`config.mk`:
```
export PLATFORM = sky130hd
export DESIGN_NAME = tiny_accumulator_cpu_step_flat
export DESIGN_NICKNAME = d
export VERILOG_FILES = /design/src/tac_pkg.sv /design/src/tac_if.sv /design/src/tiny_accumulator_cpu_step.sv /design/src/tac_alu.sv /design/src/flat_wrapper.sv
export SDC_FILE = /design/constraint.sdc
export NUM_CORES = 1
export LEC_CHECK = 0
export BUFFER_PORTS_ARGS = -buffer_cell sky130_fd_sc_hd__buf_4
export CORE_UTILIZATION = 55
export CTS_CLUSTER_SIZE = 8
export DETAILED_ROUTE_END_ITERATION = 7
export PLACE_DENSITY_LB_ADDON = 0.08
export SKIP_CTS_REPAIR_TIMING = 1
export SLEW_MARGIN = 20
export SYNTH_ARGS = -nofsm -noshare
export SYNTH_HDL_FRONTEND = slang
export SYNTH_SLANG_ARGS = --single-unit
```
`constraint.sdc`:
```
create_clock -name clk_i -period 4.9 [get_ports clk_i]
set_input_delay 0 -clock clk_i [delete_from_list [all_inputs] [get_ports clk_i]]
set_output_delay 0 -clock clk_i [all_outputs]
set_load 0.005 [all_outputs]
```
`src/tac_pkg.sv`:
```
// Shared types and constants of the tiny accumulator CPU step block.
`default_nettype none

package tac_pkg;

  // Data path width and the width of the bit-serial step counter that follows from it.
  localparam int unsigned DataW = 8;
  localparam int unsigned CntW  = $clog2(DataW);

  typedef logic [DataW-1:0] byte_t;
  typedef logic [1:0]       reg_idx_t;

  // Register D is the target of the immediate move.
  localparam reg_idx_t RegD = 2'd3;

  // Top six instruction bits that mark an IN instruction.
  localparam logic [5:0] IoInPattern = 6'b110000;

  // Arithmetic operation codes, instruction bits 5:4.
  typedef enum logic [1:0] {
    OP_ADD = 2'd0,
    OP_SUB = 2'd1,
    OP_MUL = 2'd2,
    OP_DIV = 2'd3
  } alu_op_e;

  // Status codes of a result transaction.
  typedef enum logic {
    STATUS_VALUE = 1'b0,
    STATUS_FAULT = 1'b1
  } status_e;

  // Start request from the sequencer to the serial arithmetic unit.
  typedef struct packed {
    logic    start;
    alu_op_e op;
  } alu_ctrl_t;

endpackage

`default_nettype wire

```
`src/tac_if.sv`:
```
// Valid/ready stream interfaces for instructions and results.
`default_nettype none

interface tac_in_if;
  logic                 valid;
  logic                 ready;
  logic [7:0]           instruction;
  logic [7:0]           in_value;

  modport source (output valid, output instruction, output in_value, input ready);
  modport sink   (input valid, input instruction, input in_value, output ready);
endinterface

interface tac_out_if;
  logic                 valid;
  logic                 ready;
  logic [7:0]           out_value;
  logic                 status;

  modport source (output valid, output out_value, output status, input ready);
  modport sink   (input valid, input out_value, input status, output ready);
endinterface

`default_nettype wire

```
`src/tiny_accumulator_cpu_step.sv`:
```
// Top level of the tiny accumulator CPU step: decode, register file, result slot.
//
//   Channel | Dir | Payload                     | Handshake
//   in_i    | in  | instruction[8], in_value[8] | valid/ready
//   out_o   | out | out_value[8], status[1]     | valid/ready
//
// MOVI, IN, OUT and a divide by zero complete in the cycle they are accepted.
// ADD, SUB, MUL and DIV are accepted, then run 8 serial steps in the
// arithmetic unit (one bit per cycle), then write back the result.
// Reset clears all four registers and the result slot.
// A new transaction is taken only when idle and the result slot is empty
// or being drained in the same cycle.
`default_nettype none

module tiny_accumulator_cpu_step (
  input  wire logic  clk_i,
  input  wire logic  rst_ni,
  tac_in_if.sink     in_i,
  tac_out_if.source  out_o
);

  typedef enum logic {
    ST_IDLE,
    ST_EXEC
  } state_e;

  state_e                state_q;
  tac_pkg::byte_t        rf_q [4];
  tac_pkg::reg_idx_t     dest_q;
  logic                  out_valid_q;
  tac_pkg::byte_t        out_value_q;
  tac_pkg::status_e      status_q;

  logic                  in_accept;
  logic                  slot_free;
  tac_pkg::reg_idx_t     rs;
  tac_pkg::reg_idx_t     rd;
  tac_pkg::alu_op_e      op;
  logic                  is_movi;
  logic                  is_io;
  logic                  is_in;
  logic                  div_zero;
  logic                  result_load;
  tac_pkg::alu_ctrl_t    alu_ctrl;
  logic                  alu_done;
  tac_pkg::byte_t        alu_result;

  // Instruction decode.
  always_comb begin
    rs       = in_i.instruction[1:0];
    rd       = in_i.instruction[3:2];
    op       = tac_pkg::alu_op_e'(in_i.instruction[5:4]);
    is_movi  = ~in_i.instruction[7];
    is_io    = in_i.instruction[7] & in_i.instruction[6];
    is_in    = (in_i.instruction[7:2] == tac_pkg::IoInPattern);
    div_zero = (op == tac_pkg::OP_DIV) && (rf_q[rs] == '0);
    // An OUT or a divide by zero fills the result slot in this cycle.
    result_load = in_accept & (is_io ? ~is_in : (~is_movi & div_zero));
  end

  // Handshake and start of the arithmetic unit.
  assign slot_free = ~out_valid_q | out_o.ready;
  assign in_i.ready = (state_q == ST_IDLE) & slot_free;
  assign in_accept  = in_i.valid & in_i.ready;

  always_comb begin
    alu_ctrl.start = in_accept & ~is_movi & ~is_io & ~div_zero;
    alu_ctrl.op    = op;
  end

  tac_alu u_alu (
    .clk_i    (clk_i),
    .rst_ni   (rst_ni),
    .ctrl_i   (alu_ctrl),
    .a_i      (rf_q[rd]),
    .b_i      (rf_q[rs]),
    .done_o   (alu_done),
    .result_o (alu_result)
  );

  // Sequencer, register file and result slot.
  always_ff @(posedge clk_i or negedge rst_ni) begin
    if (!rst_ni) begin
      state_q     <= ST_IDLE;
      rf_q        <= '{default: '0};
      dest_q      <= '0;
      out_valid_q <= 1'b0;
      out_value_q <= '0;
      status_q    <= tac_pkg::STATUS_VALUE;
    end else begin
      if (out_valid_q && out_o.ready && !result_load) begin
        out_valid_q <= 1'b0;
      end
      case (state_q)
        ST_IDLE: begin
          if (in_accept) begin
            if (is_movi) begin
              rf_q[tac_pkg::RegD] <= {1'b0, in_i.instruction[6:0]};
            end else if (is_io) begin
              if (is_in) begin
                rf_q[rs] <= in_i.in_value;
              end else begin
                out_valid_q <= 1'b1;
                out_value_q <= rf_q[rs];
                status_q    <= tac_pkg::STATUS_VALUE;
              end
            end else if (div_zero) begin
              out_valid_q <= 1'b1;
              out_value_q <= '0;
              status_q    <= tac_pkg::STATUS_FAULT;
            end else begin
              dest_q  <= rd;
              state_q <= ST_EXEC;
            end
          end
        end
        ST_EXEC: begin
          if (alu_done) begin
            rf_q[dest_q] <= alu_result;
            state_q      <= ST_IDLE;
          end
        end
        default: begin
          state_q <= ST_IDLE;
        end
      endcase
    end
  end

  assign out_o.valid     = out_valid_q;
  assign out_o.out_value = out_value_q;
  assign out_o.status    = status_q;

endmodule

`default_nettype wire

```
`src/tac_alu.sv`:
```
// Serial arithmetic unit: one bit of add/sub, multiply or divide per cycle.
`default_nettype none

module tac_alu (
  input  wire logic              clk_i,
  input  wire logic              rst_ni,
  input  wire tac_pkg::alu_ctrl_t ctrl_i,
  input  wire tac_pkg::byte_t    a_i,
  input  wire tac_pkg::byte_t    b_i,
  output logic                   done_o,
  output tac_pkg::byte_t         result_o
);

  localparam logic [tac_pkg::CntW-1:0] CntLast = tac_pkg::CntW'(tac_pkg::DataW - 1);

  logic                      busy_q, busy_d;
  logic                      done_q, done_d;
  logic [tac_pkg::CntW-1:0]  cnt_q, cnt_d;
  tac_pkg::alu_op_e          op_q, op_d;
  tac_pkg::byte_t            a_q, a_d;
  tac_pkg::byte_t            b_q, b_d;
  tac_pkg::byte_t            acc_q, acc_d;
  tac_pkg::byte_t            rem_q, rem_d;
  logic                      carry_q, carry_d;

  logic                      opb_bit;
  logic                      sum_bit;
  logic [tac_pkg::DataW:0]   rem_shift;
  logic [tac_pkg::DataW+1:0] rem_diff;
  logic                      q_bit;

  // One step of each operation, computed from the current shift registers.
  always_comb begin
    opb_bit   = b_q[0] ^ (op_q == tac_pkg::OP_SUB);
    sum_bit   = a_q[0] ^ opb_bit ^ carry_q;
    rem_shift = {rem_q, a_q[tac_pkg::DataW-1]};
    rem_diff  = {1'b0, rem_shift} - {2'b00, b_q};
    q_bit     = ~rem_diff[tac_pkg::DataW+1];
  end

  // Next-state logic for load and iteration.
  always_comb begin
    busy_d  = busy_q;
    done_d  = 1'b0;
    cnt_d   = cnt_q;
    op_d    = op_q;
    a_d     = a_q;
    b_d     = b_q;
    acc_d   = acc_q;
    rem_d   = rem_q;
    carry_d = carry_q;
    if (ctrl_i.start) begin
      busy_d  = 1'b1;
      cnt_d   = '0;
      op_d    = ctrl_i.op;
      a_d     = a_i;
      b_d     = b_i;
      acc_d   = '0;
      rem_d   = '0;
      carry_d = (ctrl_i.op == tac_pkg::OP_SUB);
    end else if (busy_q) begin
      case (op_q)
        tac_pkg::OP_ADD, tac_pkg::OP_SUB: begin
          // LSB first, sum bits shift in from the top.
          acc_d   = {sum_bit, acc_q[tac_pkg::DataW-1:1]};
          carry_d = (a_q[0] & opb_bit) | (a_q[0] & carry_q) | (opb_bit & carry_q);
          a_d     = a_q >> 1;
          b_d     = b_q >> 1;
        end
        tac_pkg::OP_MUL: begin
          // Shift and add, truncated to the data width.
          if (b_q[0]) begin
            acc_d = acc_q + a_q;
          end
          a_d = a_q << 1;
          b_d = b_q >> 1;
        end
        tac_pkg::OP_DIV: begin
          // Restoring division, one quotient bit per cycle, MSB first.
          acc_d = {acc_q[tac_pkg::DataW-2:0], q_bit};
          rem_d = q_bit ? rem_diff[tac_pkg::DataW-1:0] : rem_shift[tac_pkg::DataW-1:0];
          a_d   = a_q << 1;
        end
        default: begin
          acc_d = acc_q;
        end
      endcase
      cnt_d = cnt_q + 1'b1;
      if (cnt_q == CntLast) begin
        busy_d = 1'b0;
        done_d = 1'b1;
      end
    end
  end

  // Control state with reset.
  always_ff @(posedge clk_i or negedge rst_ni) begin
    if (!rst_ni) begin
      busy_q <= 1'b0;
      done_q <= 1'b0;
      cnt_q  <= '0;
    end else begin
      busy_q <= busy_d;
      done_q <= done_d;
      cnt_q  <= cnt_d;
    end
  end

  // Operand and result shift registers.
  always_ff @(posedge clk_i) begin
    op_q    <= op_d;
    a_q     <= a_d;
    b_q     <= b_d;
    acc_q   <= acc_d;
    rem_q   <= rem_d;
    carry_q <= carry_d;
  end

  assign done_o   = done_q;
  assign result_o = acc_q;

endmodule

`default_nettype wire
```
`src/flat_wrapper.sv`:
```
// flat-port wrapper written by rule: the top's interface ports become plain ports
module tiny_accumulator_cpu_step_flat 
  (clk_i, rst_ni, in_i_valid, in_i_instruction, in_i_in_value, in_i_ready, out_o_valid, out_o_out_value, out_o_status, out_o_ready);
  tac_in_if in_i_i ();
  tac_out_if out_o_i ();
  input  wire logic clk_i;
  input  wire logic rst_ni;
  input wire logic [$bits(in_i_i.valid)-1:0] in_i_valid;
  input wire logic [$bits(in_i_i.instruction)-1:0] in_i_instruction;
  input wire logic [$bits(in_i_i.in_value)-1:0] in_i_in_value;
  output wire logic [$bits(in_i_i.ready)-1:0] in_i_ready;
  output wire logic [$bits(out_o_i.valid)-1:0] out_o_valid;
  output wire logic [$bits(out_o_i.out_value)-1:0] out_o_out_value;
  output wire logic [$bits(out_o_i.status)-1:0] out_o_status;
  input wire logic [$bits(out_o_i.ready)-1:0] out_o_ready;
  assign in_i_i.valid = in_i_valid;
  assign in_i_i.instruction = in_i_instruction;
  assign in_i_i.in_value = in_i_in_value;
  assign in_i_ready = in_i_i.ready;
  assign out_o_valid = out_o_i.valid;
  assign out_o_out_value = out_o_i.out_value;
  assign out_o_status = out_o_i.status;
  assign out_o_i.ready = out_o_ready;
  tiny_accumulator_cpu_step u_core (.clk_i(clk_i), .rst_ni(rst_ni), .in_i(in_i_i), .out_o(out_o_i));
endmodule
```
# [Word level (Yosys, flattened, before mapping)]
# Cells that the tools add are included.
# Widths: inputs -> output; s select.
[word_totals] in_bits=20 ff_bits=85 output_inout_bits=11
[classes] reduce_logical=23 bitwise=26 addsub=3 n_lt_le_gt_ge=5 mux=59 n_eq_ne=16
[op_table] op="$mux 8" n=17
[op_table] op="$mux 32" n=4
[op_table] op="$bwmux 32" n=2
[op_table] op="$pmux 32 s2" n=1
[op_table] op="$bmux 8 s2" n=2
[op_table] op="$demux 8 s2" n=2
[op_table] op="$mux 1" n=25
[op_table] op="$mux 24" n=1
[op_table] op="$pmux 8 s3" n=1
[op_table] op="$pmux 8 s2" n=1
[op_table] op="$reduce_and 5->1" n=3
[op_table] op="$and 1x1->1" n=11
[op_table] op="$sub 9x8->10" n=1
[op_table] op="$ge 3x3->1 const B" n=3
[op_table] op="$not 2->3" n=3
[op_table] op="$add 8x8->8" n=1
[op_table] op="$logic_not 8->1" n=1
[op_table] op="$ne 2x2->1 const B" n=4
[op_table] op="$reduce_and 2->1" n=4
[op_table] op="$reduce_bool 2->1" n=4
[op_table] op="$eq 2x2->1 const B" n=3
[op_table] op="$eq 6x6->1 const B" n=1
[op_table] op="$lt 3x1->1 const B" n=2
[op_table] op="$mux 3" n=2
[op_table] op="15 further kinds" n=33

# [Logic depth before layout (Yosys ltp)]
[logic_depth] word_depth=17 depth_mapped=10

# [Cells and area by module]
# From an unflattened synthesis, not the netlist that was laid out.
[hier_totals] cells_unflattened=541 area_unflattened_um2=5332.6
[modules_own_cells] mod="tac_alu" area_each_um2=2735.1 n_inst=1 cells_each=304 seq_area_each_um2=1016.0
[modules_own_cells] mod="tiny_accumulator_cpu_step" area_each_um2=2597.5 n_inst=1 cells_each=237 seq_area_each_um2=1126.1

# [Worst setup path before layout]
# Ideal clock, no wire load.
[synth_path] kind="reg2reg" startpoint="register u_core.u_alu.op_q[0]" endpoint="register u_core.u_alu.acc_q[7], in the netlist u_core.u_alu.result_o[7]" synth_period_minus_slack_ns=2.380 slack_ns=2.520 required_ns=4.764 stages_incl_launch_ff=11 arrival_time_ns=2.243 n_path_buf=2 cell_sequence="edfxtp_1 clkbuf_1 clkbuf_1 nor2b_1 xnor2_1 fa_1 nor2_1 a311oi_1 nand2_1 o21ai_0 a211oi_2"
[synth_via] elab_chain_cells=5 elab_cells_between_ends=11 cone_classes="4 x eq/ne; 1 x mux; 3 x bitwise; 3 x reduce/logical"
[synth_rtl] item="start: declaration" line="tac_alu.sv:19" source="tac_pkg::alu_op_e op_q, op_d;"
[synth_rtl] item="start signal: assignment" line="tac_alu.sv:111" source="op_q <= op_d;"
[synth_rtl] item="$eq 2x1->1" line="tac_alu.sv:34, tac_alu.sv:62"
[synth_rtl] item="$xor 1x1->1" line="tac_alu.sv:34" source="opb_bit = b_q[0] ^ (op_q == tac_pkg::OP_SUB);"
[synth_rtl] item="$xor 1x1->1 (2 in a row)" line="tac_alu.sv:35" source="sum_bit = a_q[0] ^ opb_bit ^ carry_q;"
[synth_rtl] item="$pmux 8 s3" line="tac_alu.sv:62" source="case (op_q)"
[synth_rtl] item="end signal: assignment" line="tac_alu.sv:114" source="acc_q <= acc_d;"
[synth_rtl] item="end: declaration" line="tac_alu.sv:22" source="tac_pkg::byte_t acc_q, acc_d;"
# Parallel ways exist; a longest one is shown, timed or not.
# A chain may end at the register's enable or synchronous reset.

# [Final worst setup path]
[layout_path] startpoint="register u_core.u_alu.op_q[1]" endpoint="register u_core.u_alu.acc_q[7], in the netlist u_core.u_alu.result_o[7]"
# Same word-level chain as after synthesis.

==> run_results.csv <==
group,metric,value,unit
setup_path,critical_path.max_stage_delay,950,ps
pwr,switching_power,1.44,mW
placement,place_ws,2270,ps
clocking,clkSinkCount,85,
logic_synthesis,yosysSeqAreaShare,42.2,%
pwr,cellPowerDensity,611,nW/um^2
grt,grt_max_degree,51,
setup_path,critPathMaxFanout,27,
placement,gp_congestion,0.883,
logic_synthesis,synth.avg_cell_area,9.71,sq um
pwr,internal_power,1.96,mW
setup_path,rr_worst_depth,8,
clocking,cts_htree_levels,3,
drt,drc,0,
timing,clock.fmax,384,MHz
floorplanning,die-area,9620,sq um
logic_synthesis,synthCells,523,
timing,slew_violations,0,
floorplanning,num_rows,34,
grt,grt_pass1_vias,4126,
run_status,run_status,"finished, violations left",
pwr,swShare,42.3,%
pwr,leakage,2.27,nW
cells_and_area,antenna_cells,0,
setup_path,crit_chain,"nor2b_1, xnor2_1, fa_1, nor2_1, a311oi_1, nand2_1, o21ai_0, a211oi_2",
timing,finalCritPeriodShare,53.2,%
logic_synthesis,synth_nets,563,
grt,overflow,0,
floorplanning,io_pins,31,
cells_and_area,seq_area,2140,sq um
floorplanning,die_w,98.1,um
drt,drt_iter0_drc,279,
pwr,p_seq_share,39.2,%
pwr,p_comb_share,47.6,%
logic_synthesis,synth_top_area_share,24.6,%
drt,drt-wirelength-per-cell,19.5,um
setup_path,critPathArrivalTime,2830,ps
cells_and_area,final_nets,582,
timing,worst_pin_slew,1130,ps
pwr,power_frac_clock,13.2,%
timing,final-setup-viol-count,0,
hold_path,hold_end,"u_core.rf_q[24]",
flow_run,drv_cap,0,
drt,via_count,4199,
timing,hold_violations,3,
drt,vias_per_cell,6.41,
setup_path,rr_startpoint,"u_core.u_alu.op_q[1]",
timing,hold_slack,-32.8,ps
setup_path,crit_slowest_cell,"edfxtp_1",
setup_path,r2r-end,"u_core.u_alu.result_o[7]",
cells_and_area,drive_above_1_share,13.7,%
clocking,clock_path_buffers,2,
logic_synthesis,ys_top_cells_by_area,"dfrtp_1 25%, edfxtp_1 11%, mux4_2 6.7%, dfxtp_1 6.3%, nand2_1 5.5%",
clocking,clock_tree.root_cell,"clkbuf_8",
drt,first_pass_iters,5,
logic_synthesis,yosysWarnings,0,
timing,tns,0,ps
floorplanning,core_area,8850,sq um
logic_synthesis,synth_edf_count,19,
clocking,cts_buffers,9,
floorplanning,die_h,98.1,um
logic_synthesis,ys.flop_type,"dfrtp_1",
pwr,vdd_drop_max,0.257,mV
cells_and_area,syn_to_final_growth,9.41,%
logic_synthesis,ys_top_cells_by_count,"75 x nand2_1, 52 x o21ai_0, 50 x dfrtp_1, 32 x nor2_1, 24 x a21oi_1",
setup_path,reg2reg_slack,2290,ps
setup_path,crit_path_end_kind,"register",
hold_path,min_path_cells,3,
drt,routed_wl,12800,um
timing,worst_slack,2290,ps
logic_synthesis,ys_ff_latch,85,
logic_synthesis,yosys.area.top_type,"dfrtp_1",
grt,grt_usage,28.4,%
placement,hpwl,9120,um
timing,rsz0062_at_grt,"no",
hold_path,hp-class,"in -> reg",
logic_synthesis,yosysMostFrequentCell,"nand2_1",
grt,grt_pass1_wl,21100,um
setup_path,crit_path_start_kind,"register",
logic_synthesis,synth_area,5080,sq um
clocking,cts_tree,"built",
timing,finalClockSkew,13.0,ps
setup_path,criticalPathCategory,"reg -> reg",
logic_synthesis,synth.distinct_cells,58,
placement,port_buffers,30,
run_status,failed_checks,"hold timing",
setup_path,crit_required,5130,ps
cells_and_area,fillCellCount,759,
timing,period_minus_slack,2610,ps
floorplanning,start_util,57.4,%
drt,antenna_left,0,
timing,slew-limit-headroom,24.1,%
hold_path,holdCritStartpoint,"in_i_in_value[0]",
logic_synthesis,ys_async_sr_fraction,58.8,%
clocking,cts.clk_slew.worst_paths,80,ps
clocking,clk_latency,360,ps
cells_and_area,multi_input_area,2710,sq um
grt,antenna_found_initial,0,
==> per-stage QoR <==
stage | instances | cell area [sq um] | power [mW] | hold slack, ps | util, %
after global routing | 655 | 5560 | 3.67 | 9.44 | 62.8
after floorplan | 523 | 5080 | 2.49 | -296 | -
after global placement | 630 | 5290 | 2.89 | 59.5 | 59.8
after CTS | 646 | 5460 | 3.38 | -322 | 61.7
after detailed placement | 630 | 5290 | 2.93 | 75.3 | 59.8
final | 655 | 5560 | 3.40 | -32.8 | 62.8
==> worst max path at each step <==
stage	start	end	depth (start not counted)
2_1_floorplan	u_core.u_alu.op_q[0]	u_core.u_alu.result_o[7]	10
3_3_place_gp	u_core.u_alu.op_q[1]	u_core.u_alu.result_o[7]	8
3_5_place_dp	u_core.u_alu.op_q[1]	u_core.u_alu.result_o[7]	8
4_1_cts	u_core.u_alu.op_q[1]	u_core.u_alu.result_o[7]	8
5_1_grt	u_core.u_alu.op_q[1]	u_core.u_alu.result_o[7]	8
6_report	u_core.u_alu.op_q[1]	u_core.u_alu.result_o[7]	8
==> cell usage in the layout (no fill, tap or decap), types with 3 or more instances in the layout <==
cell type and n:
inv_1 18, a32o_1 5, ha_1 17, buf_4 33, o21a_1 4, mux2_2 5, mux4_2 15, clkinv_2 4
and2_1 4, nor2_1 32, or3_1 3, dfxtp_1 16, fa_1 3, nor2b_1 5, a22oi_1 8, nor3_1 7
nand3_1 12, o22ai_1 5, dfrtp_1 50, xnor2_1 9, clkbuf_8 10, a31oi_1 5, or2_1 3, mux2i_1 13
o211ai_1 3, a21o_1 3, o21ai_1 6, a22o_1 8, dlygate4sd3_1 9, nand2b_1 5, o21ai_0 52, a21oi_1 24
edfxtp_1 19, a32oi_1 17, nand2_1 75, a211oi_1 8
==> layout make-up <==
| class | instances | area share, % |
|---|---|---|
| Clock buffer | 11 | 2.54 |
| Clock inverter | 5 | 0.495 |
| Inverter | 18 | 1.22 |
| Multi-Input combinational cell | 386 | 48.7 |
| Sequential cell | 85 | 38.5 |
| Tap cell | 108 | 2.43 |
| Timing Repair Buffer | 42 | 6.08 |
==> logic make-up (layout without fill, tap and decap cells) <==
logic type      count (synthesis)  count (layout)  synth area share [%]
buf+inv                        52              76                  4.83
compound gates                161             161                  20.7
fa+ha+maj                      20              20                  5.37
mux                            33              33                  10.3
flops                          85              85                  42.2
simple gates                  162             162                  14.9
xor+xnor                       10              10                  1.72
==> registers in the layout, indices dropped and copies added (netlist names), 2 cells and up <==
name,cells
u_core.dest_q,2
u_core.out_o.out_value,8
u_core.rf_q,32
u_core.u_alu.a_q,8
u_core.u_alu.b_q,8
u_core.u_alu.cnt_q,3
u_core.u_alu.op_q,2
u_core.u_alu.rem_q,8
u_core.u_alu.result_o,8
==> power groups by stage <==
stage	logic (mW)	clock network, mW	registers, mW
final	1.62	0.449	1.33
after floorplan	1.27	0	1.21
after detailed placement	1.59	0	1.34
after global placement	1.56	0	1.33
after global routing	1.81	0.481	1.37
after CTS	1.60	0.456	1.32
==> layer usage <==
metal,routed length (um),track usage [%],up-vias
met5,0,0,-
met4,454,15.4,0
li1,-,-,1977
met3,798,6.01,36
met1,5570,37.9,2035
met2,5940,43.4,151
==> critical path, delay by kind of cell, from the launching register on <==
kind	cells	cell delay (ps)
fa+ha+maj	1	540
simple gates	3	280
compound gates	3	520
xor+xnor	1	190
flops	1	950
Power figures use the tool's default switching activity.
